`src/sv/mclpd_pkg.sv`:
```
// ----------------------------------------------------------------------------
// mclpd_pkg
// Shared types and constants of the multi-channel length-prefix deframer.
// ----------------------------------------------------------------------------
package mclpd_pkg;

  localparam int unsigned CONN_W       = 6;
  localparam int unsigned CONN_SPACE   = 1 << CONN_W;
  localparam int unsigned NUM_CONN_DEF = 64;
  localparam int unsigned SEEN_W       = 3;
  localparam int unsigned LEN_W        = 32;
  localparam logic [SEEN_W-1:0] LEN_BYTES = SEEN_W'(4);

  typedef enum logic {
    ACT_DATA  = 1'b0,
    ACT_CLEAR = 1'b1
  } act_e;

  // per-connection context, one memory word
  typedef struct packed {
    logic [SEEN_W-1:0] seen;
    logic [LEN_W-1:0]  len;
    logic [LEN_W-1:0]  cnt;
  } ctx_t;

  typedef struct packed {
    logic             vld;
    logic             has_byte;
    logic             last;
    logic [7:0]       data;
    logic [LEN_W-1:0] len;
  } res_t;

endpackage

```
`src/sv/mclpd_ram.sv`:
```
// ----------------------------------------------------------------------------
// mclpd_ram
// Generic simple dual-port RAM, one write and one registered read port.
// ----------------------------------------------------------------------------
module mclpd_ram #(
  parameter int unsigned WIDTH = 8,
  parameter int unsigned DEPTH = 64
) (
  input  logic                                    clk_i,
  input  logic                                    we_i,
  input  logic [((DEPTH > 1) ? $clog2(DEPTH) : 1)-1:0] waddr_i,
  input  logic [WIDTH-1:0]                        wdata_i,
  input  logic                                    re_i,
  input  logic [((DEPTH > 1) ? $clog2(DEPTH) : 1)-1:0] raddr_i,
  output logic [WIDTH-1:0]                        rdata_o
);

  logic [WIDTH-1:0] mem [DEPTH];
  logic [WIDTH-1:0] rdata_q;

  always_ff @(posedge clk_i) begin
    if (we_i) begin
      mem[waddr_i] <= wdata_i;
    end
  end

  // read-first: a read at the written address returns the old word
  always_ff @(posedge clk_i) begin
    if (re_i) begin
      rdata_q <= mem[raddr_i];
    end
  end

  assign rdata_o = rdata_q;

endmodule

```
`src/sv/mclpd_upd.sv`:
```
// ----------------------------------------------------------------------------
// mclpd_upd
// Context update: clear, length assembly, payload counting and result forming.
// ----------------------------------------------------------------------------
module mclpd_upd
  import mclpd_pkg::*;
(
  input  ctx_t       ctx_i,
  input  logic       clear_i,
  input  logic [7:0] byte_i,
  output ctx_t       ctx_o,
  output res_t       res_o
);

  logic [LEN_W-1:0]  new_len;
  logic [LEN_W-1:0]  cnt_inc;
  logic [SEEN_W-1:0] seen_inc;

  assign cnt_inc  = ctx_i.cnt + LEN_W'(1);
  assign seen_inc = ctx_i.seen + SEEN_W'(1);

  always_comb begin
    new_len = ctx_i.len;
    for (int i = 0; i < 4; i++) begin
      if (ctx_i.seen[1:0] == 2'(i)) begin
        new_len[i*8 +: 8] = byte_i;
      end
    end
  end

  always_comb begin
    ctx_o = '0;
    res_o = '0;
    if (clear_i) begin
      ctx_o = '0;
    end else if (ctx_i.seen >= LEN_BYTES) begin
      // payload phase
      res_o.vld      = 1'b1;
      res_o.has_byte = 1'b1;
      res_o.data     = byte_i;
      res_o.len      = ctx_i.len;
      if (cnt_inc >= ctx_i.len) begin
        res_o.last = 1'b1;
        ctx_o      = '0;
      end else begin
        ctx_o     = ctx_i;
        ctx_o.cnt = cnt_inc;
      end
    end else begin
      ctx_o.seen = seen_inc;
      ctx_o.len  = new_len;
      ctx_o.cnt  = ctx_i.cnt;
      // zero length: empty frame end on the fourth length byte
      if (seen_inc == LEN_BYTES && new_len == '0) begin
        res_o.vld  = 1'b1;
        res_o.last = 1'b1;
        ctx_o      = '0;
      end
    end
  end

endmodule

```
`src/sv/multi_channel_length_prefix_deframer.sv`:
```
// ----------------------------------------------------------------------------
// multi_channel_length_prefix_deframer
// Per-connection deframer for 32-bit little-endian length-prefixed frames.
// ----------------------------------------------------------------------------
// Input channel (in_valid_i / in_stall_o) carries one request per byte: a data
// byte or a context clear for conn_id_i. The first four data bytes of a frame
// on a connection form the payload length, LSB first, and give no output. Each
// payload byte is sent on the output channel (out_valid_o / out_stall_i) with
// its connection and frame length; frame_last_o marks the final one. A zero
// length gives a single empty frame end (has_byte_o low). Connection numbers
// of NUM_CONN and above are accepted and dropped.
// Path: a taken request is registered into the update stage, where its
// context is read and updated, and its result goes to the output register.
// Throughput: one request per cycle while the output register is not blocked,
// set by the context memory's single read and single write port; a one-entry
// forward covers back-to-back requests on the same connection.
// Reset: per-entry valid flops make every context read as zero, so requests
// are taken from the first cycle after reset with no clearing pass.
// Stall: a result waits in the output register; the input is stalled only
// when a request sits in the update stage and that register is blocked.
// ----------------------------------------------------------------------------
module multi_channel_length_prefix_deframer
  import mclpd_pkg::*;
#(
  parameter int unsigned NUM_CONN = NUM_CONN_DEF
) (
  input  logic              clk_i,
  input  logic              rst_ni,
  input  logic              in_valid_i,
  output logic              in_stall_o,
  input  logic              action_i,
  input  logic [CONN_W-1:0] conn_id_i,
  input  logic [7:0]        rx_byte_i,
  output logic              out_valid_o,
  input  logic              out_stall_i,
  output logic [CONN_W-1:0] out_conn_o,
  output logic [7:0]        payload_byte_o,
  output logic              has_byte_o,
  output logic              frame_last_o,
  output logic [LEN_W-1:0]  frame_length_o
);

  localparam int unsigned AW = (NUM_CONN > 1) ? $clog2(NUM_CONN) : 1;
  localparam int unsigned CW = $bits(ctx_t);

  logic                  in_acc;
  logic                  s1_go;
  logic                  ram_we;
  logic [CW-1:0]         ram_rdata;
  ctx_t                  rd_ctx;
  ctx_t                  cur_ctx;
  ctx_t                  wr_ctx;
  res_t                  res;

  logic                  s1_vld_q;
  logic                  s1_clear_q;
  logic                  s1_inr_q;
  logic [CONN_W-1:0]     s1_conn_q;
  logic [7:0]            s1_byte_q;
  logic                  fwd_hit_q;
  ctx_t                  fwd_ctx_q;
  logic [CONN_SPACE-1:0] ent_vld_q;

  logic                  out_vld_q;
  logic [CONN_W-1:0]     out_conn_q;
  res_t                  out_res_q;

  assign in_stall_o = s1_vld_q && out_vld_q && out_stall_i;
  assign in_acc     = in_valid_i && !in_stall_o;
  assign s1_go      = s1_vld_q && !(out_vld_q && out_stall_i);
  assign ram_we     = s1_go && s1_inr_q;

  mclpd_ram #(
    .WIDTH (CW),
    .DEPTH (NUM_CONN)
  ) u_ctx_ram (
    .clk_i   (clk_i),
    .we_i    (ram_we),
    .waddr_i (AW'(s1_conn_q)),
    .wdata_i (wr_ctx),
    .re_i    (in_acc),
    .raddr_i (AW'(conn_id_i)),
    .rdata_o (ram_rdata)
  );

  assign rd_ctx = ctx_t'(ram_rdata);

  // forward the word written on the edge this request was read; unwritten entries read as zero
  always_comb begin
    if (fwd_hit_q) begin
      cur_ctx = fwd_ctx_q;
    end else if (ent_vld_q[s1_conn_q]) begin
      cur_ctx = rd_ctx;
    end else begin
      cur_ctx = '0;
    end
  end

  mclpd_upd u_upd (
    .ctx_i   (cur_ctx),
    .clear_i (s1_clear_q),
    .byte_i  (s1_byte_q),
    .ctx_o   (wr_ctx),
    .res_o   (res)
  );

  always_ff @(posedge clk_i or negedge rst_ni) begin
    if (!rst_ni) begin
      s1_vld_q  <= 1'b0;
      fwd_hit_q <= 1'b0;
    end else if (in_acc) begin
      s1_vld_q  <= 1'b1;
      fwd_hit_q <= ram_we && (s1_conn_q == conn_id_i);
    end else if (s1_go) begin
      s1_vld_q  <= 1'b0;
      fwd_hit_q <= 1'b0;
    end
  end

  always_ff @(posedge clk_i) begin
    if (in_acc) begin
      s1_clear_q <= (act_e'(action_i) == ACT_CLEAR);
      s1_inr_q   <= (32'(conn_id_i) < 32'(NUM_CONN));
      s1_conn_q  <= conn_id_i;
      s1_byte_q  <= rx_byte_i;
      fwd_ctx_q  <= wr_ctx;
    end
  end

  always_ff @(posedge clk_i or negedge rst_ni) begin
    if (!rst_ni) begin
      ent_vld_q <= '0;
    end else if (ram_we) begin
      ent_vld_q[s1_conn_q] <= 1'b1;
    end
  end

  always_ff @(posedge clk_i or negedge rst_ni) begin
    if (!rst_ni) begin
      out_vld_q <= 1'b0;
    end else if (ram_we && res.vld) begin
      out_vld_q <= 1'b1;
    end else if (out_vld_q && !out_stall_i) begin
      out_vld_q <= 1'b0;
    end
  end

  always_ff @(posedge clk_i) begin
    if (ram_we && res.vld) begin
      out_conn_q <= s1_conn_q;
      out_res_q  <= res;
    end
  end

  assign out_valid_o    = out_vld_q;
  assign out_conn_o     = out_conn_q;
  assign payload_byte_o = out_res_q.data;
  assign has_byte_o     = out_res_q.has_byte;
  assign frame_last_o   = out_res_q.last;
  assign frame_length_o = out_res_q.len;

  // an empty frame end carries no byte and a zero length
  a_empty_end: assert property (@(posedge clk_i) disable iff (!rst_ni)
    (out_vld_q && !out_res_q.has_byte) |->
      (out_res_q.last && out_res_q.len == '0 && out_res_q.data == '0))
    else $error("malformed empty frame end");

  // a byte that does not close its frame belongs to a nonempty frame
  a_mid_len: assert property (@(posedge clk_i) disable iff (!rst_ni)
    (out_vld_q && !out_res_q.last) |-> (out_res_q.len != '0))
    else $error("mid-frame byte with zero length");

  // the length-byte count written back never exceeds four
  a_seen_max: assert property (@(posedge clk_i) disable iff (!rst_ni)
    ram_we |-> (wr_ctx.seen <= LEN_BYTES))
    else $error("length byte count out of range");

  // a forward is only armed for a request that sits in the update stage
  a_fwd_s1: assert property (@(posedge clk_i) disable iff (!rst_ni)
    fwd_hit_q |-> s1_vld_q)
    else $error("forward without request in update stage");

endmodule
```
`config.mk`:
```
export PLATFORM = sky130hd
export DESIGN_NAME = multi_channel_length_prefix_deframer
export DESIGN_NICKNAME = d
export VERILOG_FILES = /design/src/sv/mclpd_pkg.sv /design/src/sv/mclpd_ram.sv /design/src/sv/mclpd_upd.sv /design/src/sv/multi_channel_length_prefix_deframer.sv
export SDC_FILE = /design/constraint.sdc
export NUM_CORES = 2
export LEC_CHECK = 0
export BUFFER_PORTS_ARGS = -buffer_cell sky130_fd_sc_hd__buf_2
export CORE_MARGIN = 1
export CORE_UTILIZATION = 60
export CTS_BUF_LIST = sky130_fd_sc_hd__clkbuf_4
export CTS_CLUSTER_SIZE = 24
export DETAILED_ROUTE_END_ITERATION = 16
export GPL_ROUTABILITY_DRIVEN = 0
export PLACE_DENSITY = 0.75
export SKIP_LAST_GASP = 1
export SLEW_MARGIN = 20
export SYNTH_ARGS = -nofsm -noshare
export SYNTH_HDL_FRONTEND = slang
export SYNTH_MEMORY_MAX_BITS = 65536
export SYNTH_SLANG_ARGS = --single-unit
```
`constraint.sdc`:
```
create_clock -name clk_i -period 12.6 [get_ports clk_i]
set_input_delay 3.15 -clock clk_i [delete_from_list [all_inputs] [get_ports clk_i]]
set_output_delay 3.15 -clock clk_i [all_outputs]
set_load 0.005 [all_outputs]
```
### Word-level counts from Yosys, hierarchy flattened

Memories as Yosys holds them, arrays and structs flattened. A register that Yosys moved wholly into a read port is not among the register bits.
Index checks and enable logic that the tools add are counted.

| storage, ports and cells | value |
|---|---|
| memories kept | 1 |
| bits in registers | 197 |
| output and inout port bits | 50 |
| logic and storage cells | 75 |
| input port bits | 19 |
| RAM bits | 4288 |

| cells by class | value |
|---|---|
| mux-type cells | 28 |
| equal/unequal tests | 5 |
| $lt $le $gt $ge | 4 |
| bitwise logic cells | 2 |
| reduce and logical (&&, ||, !) cells | 18 |
| add/sub/neg operators | 2 |

Memory list:

| memory | words | bits a word | rd ports | clocked after memory_dff | write ports | RTL line | text |
|---|---|---|---|---|---|---|---|
| u_ctx_ram.mem | 64 | 67 | 1 | 1 | 1 | mclpd_ram.sv:18 | `logic [WIDTH-1:0] mem [DEPTH];` |

Operators by type and width:

| cell | count |
|---|---|
| $mux 67 | 6 |
| $or 64x64->64 | 1 |
| $mux 43 | 1 |
| $mux 40 | 1 |
| $add 32x1->32 const B | 1 |
| $ge 32x32->1 | 1 |
| $logic_not 32->1 | 1 |
| $mux 8 | 4 |
| $mux 1 | 14 |
| $logic_and 1x1->1 | 10 |
| $lt 6x7->1 const B | 1 |
| $bmux 1 s6 | 1 |
| $demux 1 s6 | 1 |
| $eq 6x6->1 | 1 |
| $ge 6x1->1 const B | 1 |
| $eq 2x2->1 const B | 2 |
| $reduce_bool 2->1 | 2 |
| $add 3x1->3 const B | 1 |
| $eq 3x3->1 const B | 1 |
| $ge 3x3->1 const B | 1 |
| $logic_not 1->1 | 3 |
| $eq 2x1->1 const B | 1 |
| $logic_not 2->1 | 1 |
| $reduce_or 2->1 | 1 |
| $not 1->1 | 1 |

### Longest topological paths before layout

| logic depth | value |
|---|---|
| word-level depth | 13 |
| gate-level depth with buffers | 31 |
| gate-level depth less buffers | 24 |

### Cells and area by module

From an unflattened synthesis, not the netlist that was laid out.

| unflattened totals | value |
|---|---|
| cells, all modules | 8053 |
| area, all modules | 175489.6 sq um |

Modules (own cells, without submodules):

| module | cells an instance | area an instance (sq um) | times used | sequential area each (sq um) |
|---|---|---|---|---|
| mclpd_ram | 7102 | 164617.9 | 1 | 130775.4 |
| multi_channel_length_prefix_deframer | 549 | 8031.5 | 1 | 5580.4 |
| mclpd_upd | 402 | 2840.2 | 1 | 0.0 |

### Worst setup path before layout

Ideal clock, no wire load.

| path | value |
|---|---|
| path type | input port to flip-flop |
| start | in out_stall_i |
| end | reg ent_vld_q[38] |
| slack | 1506 ps |
| library setup time | 108 ps |
| data arrival time | 10986 ps |
| path buffers | 0 |
| cell stages on the path | 4 |
| path through | nand2_1 > nand3_1 > nor4b_1 > or2_2 |

| on the way | value |
|---|---|
| cells in the longest elaborated chain, start to end | 3 |

RTL lines:

| element | RTL line | text |
|---|---|---|
| from (decl) | multi_channel_length_prefix_deframer.sv:35 | `input logic out_stall_i,` |
| $logic_and 1x1->1 | multi_channel_length_prefix_deframer.sv:70 | `assign s1_go = s1_vld_q && !(out_vld_q && out_stall_i);` |
| $logic_not 1->1 | multi_channel_length_prefix_deframer.sv:70 |  |
| $logic_and 1x1->1 | multi_channel_length_prefix_deframer.sv:70 |  |
| to (signal assigned) | multi_channel_length_prefix_deframer.sv:132 | `ent_vld_q <= '0;` |
| to (signal, indexed assignment) | multi_channel_length_prefix_deframer.sv:134 | `ent_vld_q[s1_conn_q] <= 1'b1;` |
| to (decl) | multi_channel_length_prefix_deframer.sv:62 | `logic [CONN_SPACE-1:0] ent_vld_q;` |

Every way passes these cells.
A chain may end at the register's enable or synchronous reset.

### Worst setup path in the final report

| path | value |
|---|---|
| start | reg s1_conn_q[0] |
| end | mem u_ctx_ram.mem[49][30] (netlist name), data pin |

| on the way | value |
|---|---|
| cells in the longest elaborated chain, start to end | 11 |
| elaborated cells on any way between the ends | 23 |

RTL lines:

| element | RTL line | text |
|---|---|---|
| from (decl) | multi_channel_length_prefix_deframer.sv:58 | `logic [CONN_W-1:0] s1_conn_q;` |
| from (signal assigned) | multi_channel_length_prefix_deframer.sv:124 | `s1_conn_q <= conn_id_i;` |
| $bmux 1 s6 * | multi_channel_length_prefix_deframer.sv:92 | `end else if (ent_vld_q[s1_conn_q]) begin` |
| $mux 1 (implied by the code) * | multi_channel_length_prefix_deframer.sv:92 |  |
| $mux 67 * | multi_channel_length_prefix_deframer.sv:92 |  |
| $mux 67 * | multi_channel_length_prefix_deframer.sv:90 | `if (fwd_hit_q) begin` |
| branches (longest 5 deep; another with $add 32x1->32) | - |  |
| $mux 67 * | mclpd_upd.sv:36 | `end else if (ctx_i.seen >= LEN_BYTES) begin` |
| $mux 67 * | mclpd_upd.sv:34 | `if (clear_i) begin` |
| net u_ctx_ram.wdata_i[30] | mclpd_ram.sv:12 | `input logic [WIDTH-1:0] wdata_i,` |
| to (decl) | mclpd_ram.sv:18 |  |

Mark *: on every way through the listed nets, which the timed path passes. The select of a mux whose other input is x is not followed.

==> metrics <==
Critical Setup Path Class=flop to flop; hold crit path type=flop to flop; Core ar.=0.2906 sq mm; Post-Route Setup TNS=0 ps; fraction of final layout cells sized beyond drive strength 1=0.4045; # nets final=8451; Worst Hold Path Cells=1; standard-cell row count=198; period utilization=0.7945; setup fix buffers added after clock tree synthesis=0; H-Tree Level Count=7; worst-path fanout max=57; hold buffers post-CTS=0; number of buffers created by CTS=1174; power density over cell area=about 160 mW/mm^2; run status=finished clean; post-synthesis cell type count=75; post-synth top area cell=edfxtp_1; type of element capturing the critical path=flop; Min-Delay Startpoint=ent_vld_q[48]; CP required=13950 ps; final count of negative-setup-slack endpoints=0; CTS sink count=4552; R2R Path Start=s1_conn_q[0]; number of storage elements in the synthesis netlist=between 4000 and 5000; number of max-capacitance violations reported=0; startpoint type of the worst setup path=flop; aggregate global routing overflow=0; top post-synthesis cells by area=edfxtp_1 (77%), mux4_2 (18%), dfrtp_1 (0.96%), clkbuf_1 (0.61%), nor2_1 (0.28%); area taken by multi-input logic gates=0.03841 sq mm; worst voltage drop across the vdd grid=0.08597 mV; hold violation total from the final report=0; number of DRC markers after the initial detailed-route iteration=17070; number of global-route vias before repair=around 91000; total nets after synthesis=roughly 7300; Post-Synthesis Mean Instance Area=24.14 sq um; Fmax=99.90 MHz; transition time of the tightest slew-check pin=1235 ps; portion of synthesized cell area occupied by the leading cell type=0.7688; sequential cell area=0.1364 sq mm; initial cell density of the core=0.6028; via density per instance=a little over 7; crit path time final=roughly 10000 ps; Final Max Slew Viols=0; cell at the slowest stage of the critical path=edfxtp_1; Worst R2R Path Depth=27; max_slew headroom=0.1693; critical path arrival=11360 ps; HPWL after detailed placement=approximately 260000 um; yosys synthesis warning count=0; Critical path origin=s1_conn_q[0]; number of vias in the routed layout=about 90000; Final Instance Count excl. Fillers=13010; proportion of synthesized flip-flops having asynchronous set or reset=0.01472; antenna-violating nets left=0; global-route total usage across every layer=0.3534; Area Growth Syn to Fin=12.02%; number of remaining DRC errors=0; Main synth FF type=edfxtp_1; Netlist Area Pre-Place=around 0.18 sq mm; pin count of the biggest net entering global routing=154; routed length per placed instance=a little under 40 um; horizontal extent of the die=between 500 and 600 um; CTS tree=built; number of fill cells=between 15000 and 20000; buffer type at the clock tree root=clkbuf_4; buffer depth of the longest clock path=5; sequential cell area fraction in the yosys report=0.7784; leakage=63.88 nW; most common cell after layout, fill and taps aside=edfxtp_1; CTS resizes=0; total wire length after detailed routing=about 510000 um; setup repair after global routing missed its margin=false; first-pass GRT wire length=696800 um; most frequent cells in the layout=edfxtp_1 (4485), clkbuf_4 (1639), mux4_2 (1415), buf_4 (251), clkinv_1 (173); stage delay of the slowest cell on the critical path=1000 ps; hold slack=between 400 and 500 ps; Clock Latency Late Sink=about 1800 ps; number of enable flip-flop cells after synthesis=4485; number of antenna violations at the first check in global routing=32; clock-pin slew on the worst setup and hold paths=60 ps; cell count after placement=11110; area of the die=0.2941 sq mm; Finished Core Util=0.6753; die span in y=542.3 um; Pre-Repair DR Iteration Count=10; Synth Instances=7258; number of buffers added on ports=68; number of top-level design ports=69; worst clock skew=224.8 ps
==> power by group <==
| group | total (mW) | internal, mW | leakage, nW | switching, mW |
|---|---|---|---|---|
| combinational | 2.21 | 0.770 | 13.2 | 1.44 |
| sequential | 17.3 | 17.2 | 42.5 | 0.118 |
| clock | 11.9 | 6.18 | 8.16 | 5.72 |
| total | 31.4 | 24.1 | 63.9 | 7.28 |
==> logic make-up (layout without fill, tap and decap cells) <==
group / after synthesis / count (layout) / synth area share
DFF: 4552 / 4552 / 0.7784
muxes: 1427 / 1427 / 0.1826
and+or+nand+nor: 513 / 513 / 0.01476
buffers and inverters: 411 / 2241 / 0.008978
AOI/OAI and AO/OA: 284 / 284 / 0.01089
adders and majority gates: 38 / 38 / 0.002714
xor gates and xnor gates: 33 / 33 / 0.001650
other: 0 / 26 / 0
==> state kept, by name (all words and copies together) (netlist names) <==
name,flops
ent_vld_q,64
frame_last_o,1
s1_byte_q,8
has_byte_o,1
frame_length_o,32
fwd_hit_q,1
u_ctx_ram.mem,4288
s1_vld_q,1
out_conn_o,6
out_valid_o,1
payload_byte_o,8
fwd_ctx_q,67
u_ctx_ram.rdata_o,67
s1_conn_q,6
s1_clear_q,1
==> area by class of cell <==
class	instances	area share
Sequential cell	4552	0.6949
Multi-Input combinational cell	2295	0.1957
Clock buffer	1638	0.06266
Tap cell	3900	0.02487
Timing Repair Buffer	347	0.01470
Clock inverter	232	0.006370
Inverter	24	0.0004591
Antenna cell	26	0.0003316
==> path summary, 6_finish.rpt <==
path | endpoint | slack (ps)
worst max register to register | u_ctx_ram.mem[49][30] | 2590
worst min register to register | ent_vld_q[48] | 460
max in group asynchronous | fwd_hit_q | 10090
min in group asynchronous | s1_vld_q | 1710
worst max-delay path | u_ctx_ram.mem[49][30] | 2590
worst min-delay path | ent_vld_q[48] | 460
==> metrics by stage <==
stage / power [mW] / worst slack [ps] / cell area (sq um)
floorplan: 18.96 / 1506 / 175200
global placement: 19.68 / 3212 / 182300
detailed placement: 19.77 / 3000 / 182500
CTS: 31.47 / 2986 / 196100
global route: 32.38 / 2247 / 196200
finish: 31.43 / 2590 / 196200
==> synthesized netlist by cell type, drive strengths merged (9+ instances only) <==
cell type,instances
dfrtp,67
nand3,41
a211oi,9
a22o,23
a22oi,9
and2,16
clkbuf,284
nor2,132
nand2,119
a31oi,14
buf,103
or2,67
o22ai,23
nand4,20
mux2i,10
a21oi,57
nand3b,15
edfxtp,4485
nand2b,12
ha,38
a21o,16
o21ai,67
inv,23
mux4,1415
nor3,20
and3,27
xnor2,25
==> routing by layer <==
metal | vias up | GRT usage | routed length (um)
met1 | 47770 | 0.4616 | 162900
met4 | 10 | 0.1873 | 28360
met5 | - | 0 | 66
met2 | 8964 | 0.5344 | 239200
li1 | 34400 | - | -
met3 | 1522 | 0.1169 | 78490
==> worst max-delay path: cells and delay by family, from the launching register on <==
kind | cells | cell delay [ps]
multiplexers | 1 | 460
adder cells (fa/ha/maj) | 2 | 540
AO/OA/AOI/OAI | 10 | 4090
AND/OR/NAND/NOR | 9 | 2000
flip-flops | 1 | 1000
XOR/XNOR | 1 | 90
buffers and inverters | 4 | 1460
Note: power is estimated with default switching activity, not from simulation.
